File: src/hdl/iee_pkg.sv
// Shared types and constants for the infix expression evaluator.
`default_nettype none

package iee_pkg;

  // Pending operator codes
  localparam logic [1:0] OP_PLUS   = 2'd0;
  localparam logic [1:0] OP_MINUS  = 2'd1;
  localparam logic [1:0] OP_TIMES  = 2'd2;
  localparam logic [1:0] OP_DIVIDE = 2'd3;

  // Character codes
  localparam logic [7:0] CHAR_PLUS   = 8'h2B;
  localparam logic [7:0] CHAR_MINUS  = 8'h2D;
  localparam logic [7:0] CHAR_TIMES  = 8'h2A;
  localparam logic [7:0] CHAR_DIVIDE = 8'h2F;
  localparam logic [7:0] CHAR_ZERO   = 8'h30;
  localparam logic [7:0] CHAR_NINE   = 8'h39;

  localparam int RESULT_WIDTH = 32;

  // Commands from the controller to the datapath
  typedef struct packed {
    logic take;        // offer to accept a request
    logic step_char;   // fold a digit into the number
    logic apply_now;   // apply the number without the iterative unit
    logic iter_start;  // launch the multiply/divide unit
    logic set_op;      // record the operator character
    logic finish;      // load the result and clear state
  } ctrl_cmd_t;

  // Status from the datapath to the controller
  typedef struct packed {
    logic in_valid;
    logic is_op;
    logic last;
    logic have_digits;
    logic quick;       // pending operation needs no iteration
    logic iter_done;
    logic out_busy;    // result slot full and not taken
  } ctrl_status_t;

endpackage

`default_nettype wire

File: src/hdl/iee_char_if.sv
// Input channel carrying one expression character per request.
`default_nettype none

interface iee_char_if;
  logic       valid;
  logic       ready;
  logic [7:0] char_code;
  logic       last_char;

  modport source (output valid, output char_code, output last_char, input ready);
  modport sink   (input valid, input char_code, input last_char, output ready);
endinterface

`default_nettype wire

File: src/hdl/iee_result_if.sv
// Output channel carrying one evaluated result per request.
`default_nettype none

interface iee_result_if;
  logic               valid;
  logic               ready;
  logic signed [31:0] value;
  logic               error;

  modport source (output valid, output value, output error, input ready);
  modport sink   (input valid, input value, input error, output ready);
endinterface

`default_nettype wire

File: src/hdl/iee_muldiv.sv
// Radix-2 iterative unit: wrapping multiply or truncating signed divide.
`default_nettype none

module iee_muldiv #(
  parameter int W = 32
) (
  input  wire logic         clk,
  input  wire logic         rst,
  input  wire logic         start,
  input  wire logic         is_div,
  input  wire logic [W-1:0] a,
  input  wire logic [W-1:0] b,
  output logic              done,
  output logic [W-1:0]      result
);

  localparam int CW = $clog2(W);

  logic          busy;
  logic [CW-1:0] cnt;
  logic          div_mode;
  logic          neg;
  logic [W-1:0]  acc;   // product or partial remainder
  logic [W-1:0]  x;     // multiplicand or dividend/quotient
  logic [W-1:0]  y;     // multiplier or divisor
  logic [W:0]    trial;
  logic          ge;
  logic [W-1:0]  a_mag;
  logic [W-1:0]  b_mag;

  // Operand magnitudes for division
  assign a_mag = a[W-1] ? (~a + W'(1)) : a;
  assign b_mag = b[W-1] ? (~b + W'(1)) : b;

  // Restoring trial subtract
  assign trial = {acc, x[W-1]};
  assign ge    = trial >= {1'b0, y};

  // Control of the iteration
  always_ff @(posedge clk) begin
    if (rst) begin
      busy <= 1'b0;
      done <= 1'b0;
      cnt  <= '0;
    end else begin
      done <= 1'b0;
      if (start) begin
        busy <= 1'b1;
        cnt  <= CW'(W - 1);
      end else if (busy) begin
        if (cnt == '0) begin
          busy <= 1'b0;
          done <= 1'b1;
        end else begin
          cnt <= cnt - CW'(1);
        end
      end
    end
  end

  // Iteration datapath: one bit per cycle
  always_ff @(posedge clk) begin
    if (start) begin
      div_mode <= is_div;
      neg      <= a[W-1] ^ b[W-1];
      acc      <= '0;
      x        <= is_div ? a_mag : a;
      y        <= is_div ? b_mag : b;
    end else if (busy) begin
      if (div_mode) begin
        acc <= ge ? W'(trial - {1'b0, y}) : trial[W-1:0];
        x   <= {x[W-2:0], ge};
      end else begin
        acc <= acc + (y[0] ? x : '0);
        x   <= {x[W-2:0], 1'b0};
        y   <= {1'b0, y[W-1:1]};
      end
    end
  end

  // Final sign fix for the quotient
  assign result = div_mode ? (neg ? (~x + W'(1)) : x) : acc;

endmodule

`default_nettype wire

File: src/hdl/iee_datapath.sv
// Datapath: character decode, number build, term and sum registers, result slot.
`default_nettype none

module iee_datapath #(
  parameter int W = 32
) (
  input  wire logic                clk,
  input  wire logic                rst,
  iee_char_if.sink                 expr,
  iee_result_if.source             result,
  input  wire iee_pkg::ctrl_cmd_t  cmd,
  output iee_pkg::ctrl_status_t    status
);

  logic [7:0]   ch;
  logic         last_r;
  logic [W-1:0] number_accum;
  logic         have_digits;
  logic [W-1:0] finished_sum;
  logic [W-1:0] current_term;
  logic [1:0]   pending_operator;
  logic         error_seen;

  logic         is_digit;
  logic         is_op;
  logic [1:0]   char_op;
  logic [3:0]   digit;
  logic         iter_done;
  logic [W-1:0] iter_result;
  logic signed [W-1:0] total;

  // Decode the held character
  assign is_digit = (ch >= iee_pkg::CHAR_ZERO) && (ch <= iee_pkg::CHAR_NINE);
  assign digit    = 4'(ch - iee_pkg::CHAR_ZERO);

  always_comb begin
    is_op   = 1'b1;
    char_op = iee_pkg::OP_PLUS;
    case (ch)
      iee_pkg::CHAR_PLUS:   char_op = iee_pkg::OP_PLUS;
      iee_pkg::CHAR_MINUS:  char_op = iee_pkg::OP_MINUS;
      iee_pkg::CHAR_TIMES:  char_op = iee_pkg::OP_TIMES;
      iee_pkg::CHAR_DIVIDE: char_op = iee_pkg::OP_DIVIDE;
      default:              is_op   = 1'b0;
    endcase
  end

  iee_muldiv #(.W(W)) u_muldiv (
    .clk    (clk),
    .rst    (rst),
    .start  (cmd.iter_start),
    .is_div (pending_operator == iee_pkg::OP_DIVIDE),
    .a      (current_term),
    .b      (number_accum),
    .done   (iter_done),
    .result (iter_result)
  );

  // Hold the accepted request
  assign expr.ready = cmd.take;

  always_ff @(posedge clk) begin
    if (expr.valid && expr.ready) begin
      ch     <= expr.char_code;
      last_r <= expr.last_char;
    end
  end

  // Expression state
  always_ff @(posedge clk) begin
    if (rst || cmd.finish) begin
      number_accum     <= '0;
      have_digits      <= 1'b0;
      finished_sum     <= '0;
      current_term     <= '0;
      pending_operator <= iee_pkg::OP_PLUS;
      error_seen       <= 1'b0;
    end else begin
      if (cmd.step_char && is_digit) begin
        number_accum <= {number_accum[W-4:0], 3'b000} + {number_accum[W-2:0], 1'b0}
                        + W'(digit);
        have_digits  <= 1'b1;
      end
      if (cmd.apply_now) begin
        number_accum <= '0;
        have_digits  <= 1'b0;
        unique case (pending_operator)
          iee_pkg::OP_PLUS: begin
            finished_sum <= finished_sum + current_term;
            current_term <= number_accum;
          end
          iee_pkg::OP_MINUS: begin
            finished_sum <= finished_sum + current_term;
            current_term <= ~number_accum + W'(1);
          end
          default: begin
            // Divide by zero: flag and drop the term
            error_seen   <= 1'b1;
            current_term <= '0;
          end
        endcase
      end
      if (cmd.iter_start) begin
        number_accum <= '0;
        have_digits  <= 1'b0;
      end
      if (iter_done) begin
        current_term <= iter_result;
      end
      if (cmd.set_op && is_op) begin
        pending_operator <= char_op;
      end
    end
  end

  // Result slot
  assign total = finished_sum + current_term;

  always_ff @(posedge clk) begin
    if (rst) begin
      result.valid <= 1'b0;
    end else if (cmd.finish) begin
      result.valid <= 1'b1;
    end else if (result.ready) begin
      result.valid <= 1'b0;
    end
  end

  always_ff @(posedge clk) begin
    if (cmd.finish) begin
      result.value <= iee_pkg::RESULT_WIDTH'(total);
      result.error <= error_seen;
    end
  end

  // Status to the controller
  assign status.in_valid    = expr.valid;
  assign status.is_op       = is_op;
  assign status.last        = last_r;
  assign status.have_digits = have_digits;
  assign status.quick       = (pending_operator == iee_pkg::OP_PLUS)
                           || (pending_operator == iee_pkg::OP_MINUS)
                           || ((pending_operator == iee_pkg::OP_DIVIDE)
                               && (number_accum == '0));
  assign status.iter_done   = iter_done;
  assign status.out_busy    = result.valid && !result.ready;

endmodule

`default_nettype wire

File: src/hdl/iee_control.sv
// Controller state machine sequencing each character through the datapath.
`default_nettype none

module iee_control (
  input  wire logic                  clk,
  input  wire logic                  rst,
  input  wire iee_pkg::ctrl_status_t status,
  output iee_pkg::ctrl_cmd_t         cmd
);

  localparam logic [2:0] S_IDLE   = 3'd0;
  localparam logic [2:0] S_CHAR   = 3'd1;
  localparam logic [2:0] S_APPLY  = 3'd2;
  localparam logic [2:0] S_ITER   = 3'd3;
  localparam logic [2:0] S_FINISH = 3'd4;

  logic [2:0] state;
  logic [2:0] state_next;
  logic       need_apply;

  assign need_apply = status.have_digits && (status.is_op || status.last);

  // Advance the state
  always_ff @(posedge clk) begin
    if (rst) begin
      state <= S_IDLE;
    end else begin
      state <= state_next;
    end
  end

  // Decode commands and next state
  always_comb begin
    cmd        = '0;
    state_next = state;
    unique case (state)
      S_IDLE: begin
        cmd.take = 1'b1;
        if (status.in_valid) begin
          state_next = S_CHAR;
        end
      end
      S_CHAR: begin
        cmd.step_char = 1'b1;
        state_next    = S_APPLY;
      end
      S_APPLY: begin
        if (need_apply && !status.quick) begin
          cmd.iter_start = 1'b1;
          state_next     = S_ITER;
        end else begin
          cmd.apply_now = need_apply;
          cmd.set_op    = 1'b1;
          state_next    = status.last ? S_FINISH : S_IDLE;
        end
      end
      S_ITER: begin
        if (status.iter_done) begin
          cmd.set_op = 1'b1;
          state_next = status.last ? S_FINISH : S_IDLE;
        end
      end
      S_FINISH: begin
        if (!status.out_busy) begin
          cmd.finish = 1'b1;
          state_next = S_IDLE;
        end
      end
      default: begin
        state_next = S_IDLE;
      end
    endcase
  end

endmodule

`default_nettype wire

File: src/hdl/infix_expression_evaluator.sv
// Top level of the infix expression evaluator: controller plus datapath.
`default_nettype none

// Reads an expression one character per request (digits, + - * /; anything else
// is skipped) and, on the character flagged last_char, returns one result: the
// DATA_WIDTH-bit wrapped value sign-extended or cut to 32 bits, plus an error
// flag for division by zero. * and / bind tighter than + and -. A character that
// applies a * or a / by a nonzero number to the current term runs the shared
// shift-add/restoring-divide unit, and the last character also loads the result
// register. The next expression may start while a result still waits to be
// taken.
module infix_expression_evaluator #(
  parameter int DATA_WIDTH = 32
) (
  input  wire logic    clk,
  input  wire logic    rst,
  iee_char_if.sink     expr,
  iee_result_if.source result
);

  iee_pkg::ctrl_cmd_t    cmd;
  iee_pkg::ctrl_status_t status;

  iee_control u_control (
    .clk    (clk),
    .rst    (rst),
    .status (status),
    .cmd    (cmd)
  );

  iee_datapath #(.W(DATA_WIDTH)) u_datapath (
    .clk    (clk),
    .rst    (rst),
    .expr   (expr),
    .result (result),
    .cmd    (cmd),
    .status (status)
  );

`ifndef ASSERT_OFF
  a_finish_slot_free: assert property (@(posedge clk) disable iff (rst)
    cmd.finish |-> !status.out_busy)
    else $error("result loaded while previous result still held");

  a_finish_shows_result: assert property (@(posedge clk) disable iff (rst)
    cmd.finish |=> result.valid)
    else $error("result not presented after finish");

  a_one_char_at_a_time: assert property (@(posedge clk) disable iff (rst)
    (expr.valid && expr.ready) |=> !expr.ready)
    else $error("new request taken while a character is in work");

  a_no_start_while_iterating: assert property (@(posedge clk) disable iff (rst)
    cmd.iter_start |=> !cmd.iter_start && !cmd.take)
    else $error("iterative unit restarted or input taken during iteration");
`endif

endmodule

`default_nettype wire

File: src/flat_wrapper.sv
// flat-port wrapper written by rule: the top's interface ports become plain ports
module infix_expression_evaluator_flat 
#(
  parameter int DATA_WIDTH = 32
)
  (clk, rst, expr_valid, expr_char_code, expr_last_char, expr_ready, result_valid, result_value, result_error, result_ready);
  iee_char_if expr_i ();
  iee_result_if result_i ();
  input  wire logic clk;
  input  wire logic rst;
  input wire logic [$bits(expr_i.valid)-1:0] expr_valid;
  input wire logic [$bits(expr_i.char_code)-1:0] expr_char_code;
  input wire logic [$bits(expr_i.last_char)-1:0] expr_last_char;
  output wire logic [$bits(expr_i.ready)-1:0] expr_ready;
  output wire logic [$bits(result_i.valid)-1:0] result_valid;
  output wire logic [$bits(result_i.value)-1:0] result_value;
  output wire logic [$bits(result_i.error)-1:0] result_error;
  input wire logic [$bits(result_i.ready)-1:0] result_ready;
  assign expr_i.valid = expr_valid;
  assign expr_i.char_code = expr_char_code;
  assign expr_i.last_char = expr_last_char;
  assign expr_ready = expr_i.ready;
  assign result_valid = result_i.valid;
  assign result_value = result_i.value;
  assign result_error = result_i.error;
  assign result_i.ready = result_ready;
  infix_expression_evaluator #(.DATA_WIDTH(DATA_WIDTH)) u_core (.clk(clk), .rst(rst), .expr(expr_i), .result(result_i));
endmodule
File: config.mk
export PLATFORM = sky130hd
export DESIGN_NAME = infix_expression_evaluator_flat
export DESIGN_NICKNAME = d
export VERILOG_FILES = /design/src/hdl/iee_pkg.sv /design/src/hdl/iee_char_if.sv /design/src/hdl/iee_result_if.sv /design/src/hdl/iee_muldiv.sv /design/src/hdl/iee_datapath.sv /design/src/hdl/iee_control.sv /design/src/hdl/infix_expression_evaluator.sv /design/src/flat_wrapper.sv
export SDC_FILE = /design/constraint.sdc
export NUM_CORES = 1
export LEC_CHECK = 0
export BUFFER_PORTS_ARGS = -buffer_cell sky130_fd_sc_hd__clkbuf_2
export CELL_PAD_IN_SITES_DETAIL_PLACEMENT = 0
export CELL_PAD_IN_SITES_GLOBAL_PLACEMENT = 2
export CORE_ASPECT_RATIO = 1.1
export CORE_MARGIN = 2
export CORE_UTILIZATION = 35
export CTS_CLUSTER_SIZE = 25
export DETAILED_ROUTE_END_ITERATION = 16
export PLACE_DENSITY = 0.72
export SLEW_MARGIN = 10
export SYNTH_ARGS = -nofsm -noshare
export SYNTH_HDL_FRONTEND = slang
export SYNTH_SLANG_ARGS = --single-unit
File: constraint.sdc
create_clock -name clk -period 9.16 [get_ports clk]
set_input_delay 1.374 -clock clk [delete_from_list [all_inputs] [get_ports clk]]
set_output_delay 1.374 -clock clk [all_outputs]
set_load 0.005 [all_outputs]
**Word-level counts from Yosys, hierarchy flattened**

Index checks and enable logic that the tools add are counted.

- Register bits after elaboration: 251
- Input port bits: 13
- Output and inout bits: 35
- Logic and storage cells: 129

- Add/sub/neg operators: 10
- $lt $le $gt $ge: 3
- Eq/ne operators: 15
- Muxes and demuxes: 45
- Bitwise gates (word level): 6
- Reductions and logical operators: 30

Operators by type and width:

| cell | number |
|---|---|
| $mux 32 | 16 |
| $add 32x1->32 const B | 3 |
| $add 32x32->32 | 3 |
| $not 32->32 | 3 |
| $pmux 32 s2 | 1 |
| $ge 33x32->1 | 1 |
| $add 32x4->32 | 1 |
| $eq 8x6->1 const B | 4 |
| $logic_not 32->1 | 1 |
| $sub 32x32->32 | 1 |
| $mux 1 | 16 |
| $mux 3 | 5 |
| $mux 5 | 3 |
| $pmux 3 s5 | 1 |
| $ge 8x6->1 const B | 1 |
| $le 8x6->1 const B | 1 |
| $logic_and 1x1->1 | 8 |
| $reduce_and 2->1 | 4 |
| $eq 3x2->1 const B | 2 |
| $ne 2x2->1 const B | 3 |
| $pmux 2 s3 | 1 |
| $reduce_bool 2->1 | 3 |
| $reduce_or 3->1 | 2 |
| $logic_not 5->1 | 1 |
| other kinds (18) | 24 |

**Logic depth before layout (Yosys ltp)**

- Depth after elaboration: 10
- Mapped depth: 14

**Hierarchy**

Synthesis repeated with hierarchy kept, for this count alone.

- Cells, all modules: 2,433
- Area total of the unflattened synthesis: 19,955.4 sq um

By module, submodules not included:

| module | instances | cells each | area each (sq um) | sequential area each (sq um) |
|---|---|---|---|---|
| iee_muldiv | 1 | 1,315 | 10,277.4 | 2,762.6 |
| iee_datapath | 1 | 1,082 | 9,397.8 | 3,283.1 |
| iee_control | 1 | 36 | 280.3 | 60.1 |

**Worst setup path before layout**

Ideal clock, no wire load.

- Path kind: input-to-reg
- From: input port result_ready
- To: register u_core.u_datapath.have_digits
- Library setup time: 128 ps
- Data arrival time: 4,017 ps
- Data required time: 9,032 ps
- Setup slack: 5,015 ps
- Cell stages on the path: 7
- Cell sequence: nor2b_1 -> nor2_1 -> nor2_1 -> nand2_1 -> clkbuf_1 -> buf_1 -> nor2_1

RTL lines:

| element | RTL line | source |
|---|---|---|
| from (decl) | flat_wrapper.sv:18 | `input wire logic [$bits(result_i.ready)-1:0] result_ready;` |
| to (signal assigned) | iee_datapath.sv:73 | `have_digits <= 1'b0;` |
| to (signal assigned) | iee_datapath.sv:82 | `have_digits <= 1'b1;` |
| to (signal assigned) | iee_datapath.sv:86 | `have_digits <= 1'b0;` |
| to (decl) | iee_datapath.sv:18 | `logic have_digits;` |

**Final worst setup path**

- From: register u_core.u_datapath.number_accum[0]
- To: register u_core.u_datapath.u_muldiv.y[20] (data pin)

- Longest elaborated chain between the ends: 8

RTL lines:

| element | RTL line | source |
|---|---|---|
| from (decl) | iee_datapath.sv:17 | `logic [W-1:0] number_accum;` |
| from (signal assigned) | iee_datapath.sv:80 | `number_accum <= {number_accum[W-4:0], 3'b000} + {number_accum[W-2:0], 1'b0}` |
| parallel branches: the longest is 7 deep, another holds $add 32x1->32 | - |  |
| $mux 32 (*) | iee_muldiv.sv:63 | `if (start) begin` |
| to (signal assigned) | iee_muldiv.sv:68 | `y <= is_div ? b_mag : b;` |
| to (signal assigned) | iee_muldiv.sv:76 | `y <= {1'b0, y[W-1:1]};` |
| to (decl) | iee_muldiv.sv:25 | `logic [W-1:0] y;` |

Mark *: on every way between the ends.
A chain may end at the register's enable or synchronous reset.

==> summary.md <==
| Metric | Value |
|---|---|
| Outcome | completed |
| Clock share of power | 40.9% |
| Setup bufs post-CTS | 0 |
| Mapped Cells | 2434 |
| Slowest cell on crit path | buf_4 |
| Routed length on met2 | roughly 31000 um |
| Number of global-route vias before repair | 16700 |
| CORE AREA | 0.0560 sq mm |
| # diodes | 0 |
| WP buf/inv | 3 |
| Drt first-iter violations | 1244 |
| DRT Pass-1 Iters | 5 |
| CP required | 9.44 ns |
| CTS Root Cell | clkbuf_16 |
| Pwr per Cell Area | 136 mW/mm^2 |
| Slew headroom | between 20 and 30% |
| DR vias/cell | between 5 and 6 |
| Placement Rows | 91 |
| RSZ-0062 raised after global routing | false |
| Sequential area share after synthesis | 30.8% |
| Avg Inst Size Synth | 8.15 sq um |
| Total Wirelength | roughly 68000 um |
| Nets | approximately 2600 |
| Yosys Warn Count | 0 |
| CP max stage delay | 0.74 ns |
| Sw Share | 29.8% |
| Count of final hold-check violations | 0 |
| Reg area | 0.00611 sq mm |
| Highest metal used | met4 |
| Lkg Pwr | slightly below 0.009 uW |
| Largest net degree at the start of global routing | 93 |
| Fin. max-slew vios | 0 |
| PortBufs | 47 |
| Cell family with most CP delay | simple AND/OR/NAND/NOR gates |
| Drt wl/cell | 21.4 um |
| Cell taking the most area after synthesis | edfxtp_1 |
| Die Ht | 254 um |
| IO Count | 48 |
| Combinational cell fraction of total power | 17.0% |
| Post-synth EDFFs | between 100 and 150 |
| Max Root-Sink Buffers | 3 |
| Top cell types by occurrence after synthesis | nand2_1 (297), a21oi_1 (211), o21ai_0 (211) |
| DRC Markers | 0 |
| DIE AREA | 0.0586 sq mm |
| Multi-input logic area | ~0.013 sq mm |
| Total grt overflow | 0 |
| Met1 wire length | 32400 um |
| Starting Density | 35.4% |
| Seq cells post-synth | approximately 250 |
| Maxcap violations | 0 |
| Finish-stage setup viols | 0 |
| Synth cell types | 85 |
| Count leader, synth | nand2_1 |
| Wire length on met3 | 2150 um |
| Initial antenna violation count | 0 |
| Layout Utilization | 38.6% |
| Cts hold-fix bufs | 0 |
| Reg power frac | 42.1% |
| Clk slew on worst S/H paths | around 0.060 ns |
| Psw | 880 uW |
| Routed Antenna Nets | 0 |
| Ranking of synthesized cells by area | edfxtp_1 (16%), dfxtp_1 (14%), ha_1 (10%) |
| Period utilisation layout | 49.2% |
| Inserted Clock Buffers | 30 |
| P_int | between 2000 and 2500 uW |
| Post-synth net total | 2611 |
| PostCTS Resize Cnt | 0 |
| Hold crit path type | reg2reg |
| Critical Path End Type | register |
| Slew @ Worst Pin | 1.07 ns |
| H-tree lvl count | 1 |
| CP Launch Type | register |
| DP HPWL | 51800 um |
| Layout Area Growth over Synthesis | 9.10% |
| Top-area cell type share of the netlist area | 16.3% |
| Global-route wire length before repair | 103000 um |
| Minimum clock period | around 4.5 ns |
| Worst EP arrival | approximately 4.8 ns |
| Layout cells sized above 1 | about 6.3% |
| Clock sink count | 251 |
| Skew final | 0.0408 ns |
| Gr usage total | 22.7% |
| Chain of cells forming the critical path | inv_1 > ha_1 > or3b_1 > nor4_2 > nand3_4 > o31ai_4 > nand2b_4 > buf_4 > inv_2 > nand2_1 > o21ai_0 |
| Max Freq | 222 MHz |
| RD Place Congestion | 0.921 |
| Synth async-reset ratio | 0% |
| Die width | 231 um |
| Worst-path fanout max | slightly above 90 |
| Synthesized cell area | slightly below 0.02 sq mm |
| Worst Path Class, Setup | reg2reg |
| Worst-Skew Late Latency | 0.61 ns |
| Maximum vdd ir drop | about 0.15 mV |
| CTS tree | built |
| Top FF cell, synth | dfxtp_1 |
| Setup_tns | 0 ns |
| Via Count | around 18000 |
| Filler cell count | 5799 |
-- worst paths after layout --
check	start	to	slack [ns]	depth (start not counted)
max	u_core.u_datapath.number_accum[0]$_SDFFE_PP0P_	u_core.u_datapath.u_muldiv.y[20]$_DFFE_PP_	4.65	11
min	u_core.u_datapath.finished_sum[26]$_SDFFE_PP0P_	u_core.u_datapath.finished_sum[26]$_SDFFE_PP0P_	0.46	2
max reg2reg	u_core.u_datapath.number_accum[0]$_SDFFE_PP0P_	u_core.u_datapath.u_muldiv.y[20]$_DFFE_PP_	4.65	11
min reg2reg	u_core.u_datapath.finished_sum[26]$_SDFFE_PP0P_	u_core.u_datapath.finished_sum[26]$_SDFFE_PP0P_	0.46	2
-- area by class of cell --
class	count	area share, %
multi-input combinational	1959	59.5
sequential	251	28.2
clock buffer	49	4.32
tap	744	4.30
timing repair buffer	70	1.88
inverter	87	1.51
clock inverter	7	0.312
-- registers in the layout, indices dropped and copies added (netlist names), 2 cells and up --
| register | count |
|---|---|
| u_core.u_datapath.pending_operator | 2 |
| u_core.u_datapath.number_accum | 32 |
| u_core.u_datapath.u_muldiv.acc | 32 |
| u_core.u_datapath.u_muldiv.x | 32 |
| u_core.u_datapath.finished_sum | 32 |
| u_core.u_control.state | 3 |
| u_core.u_datapath.u_muldiv.y | 32 |
| u_core.u_datapath.u_muldiv.cnt | 5 |
| u_core.u_datapath.current_term | 32 |
| u_core.u_datapath.ch | 8 |
| u_core.u_datapath.result.value | 32 |
-- cell families after synthesis --
logic type,count (synthesis),synth area share [%]
XOR/XNOR,219,9.67
flip-flops,251,30.8
multiplexers,26,1.34
AO/OA/AOI/OAI,772,24.5
AND/OR/NAND/NOR,778,18.7
buffers and inverters,224,4.43
adder cells (fa/ha/maj),164,10.5
-- metrics by stage --
step | cells | setup slack [ns] | cell area, sq um | hold WS (ns) | power, uW
final | 3167 | 4.65 | 21700 | 0.461 | 2950
after detailed placement | 3111 | 4.65 | 20600 | 0.454 | 1760
after global routing | 3167 | 4.22 | 21700 | 0.483 | 3070
after floorplan | 2434 | 5.02 | 19800 | 0.409 | 1570
after global placement | 3111 | 4.79 | 20600 | 0.446 | 1760
after CTS | 3167 | 4.62 | 21700 | 0.463 | 2970
-- cell usage in the layout, fill, tap and decap left out, drive strengths merged, types with 91 or more instances in the layout --
master    n
a211oi   91
a21oi   211
clkbuf   96
dfxtp   143
edfxtp  108
ha      159
nand2   297
nor2    155
o21ai   212
xnor2   113
xor2    106
-- worst reg2reg max path: cells and delay by family, from the launching register on --
family,cells,cell delay (ns)
DFF,1,0.40
adders and majority gates,1,0.20
buffers and inverters,3,1.52
AOI/OAI and AO/OA,2,0.43
and+or+nand+nor,5,1.67
-- layer usage --
metal / vias to the layer above / GRT usage (%)
met1: 8441 / 31.5
met5: - / 0
met4: 0 / 7.10
met3: 82 / 1.86
li1: 8819 / -
met2: 338 / 37.3
-- power by group through the flow --
stage / Sequential (uW) / Combinational (uW) / Clock [uW]
after floorplan: 1230 / 343 / 0
after global placement: 1260 / 499 / 0
after detailed placement: 1260 / 496 / 0
after CTS: 1240 / 500 / 1230
after global routing: 1240 / 547 / 1280
final: 1240 / 502 / 1210
(Power assumes the default switching activity.)
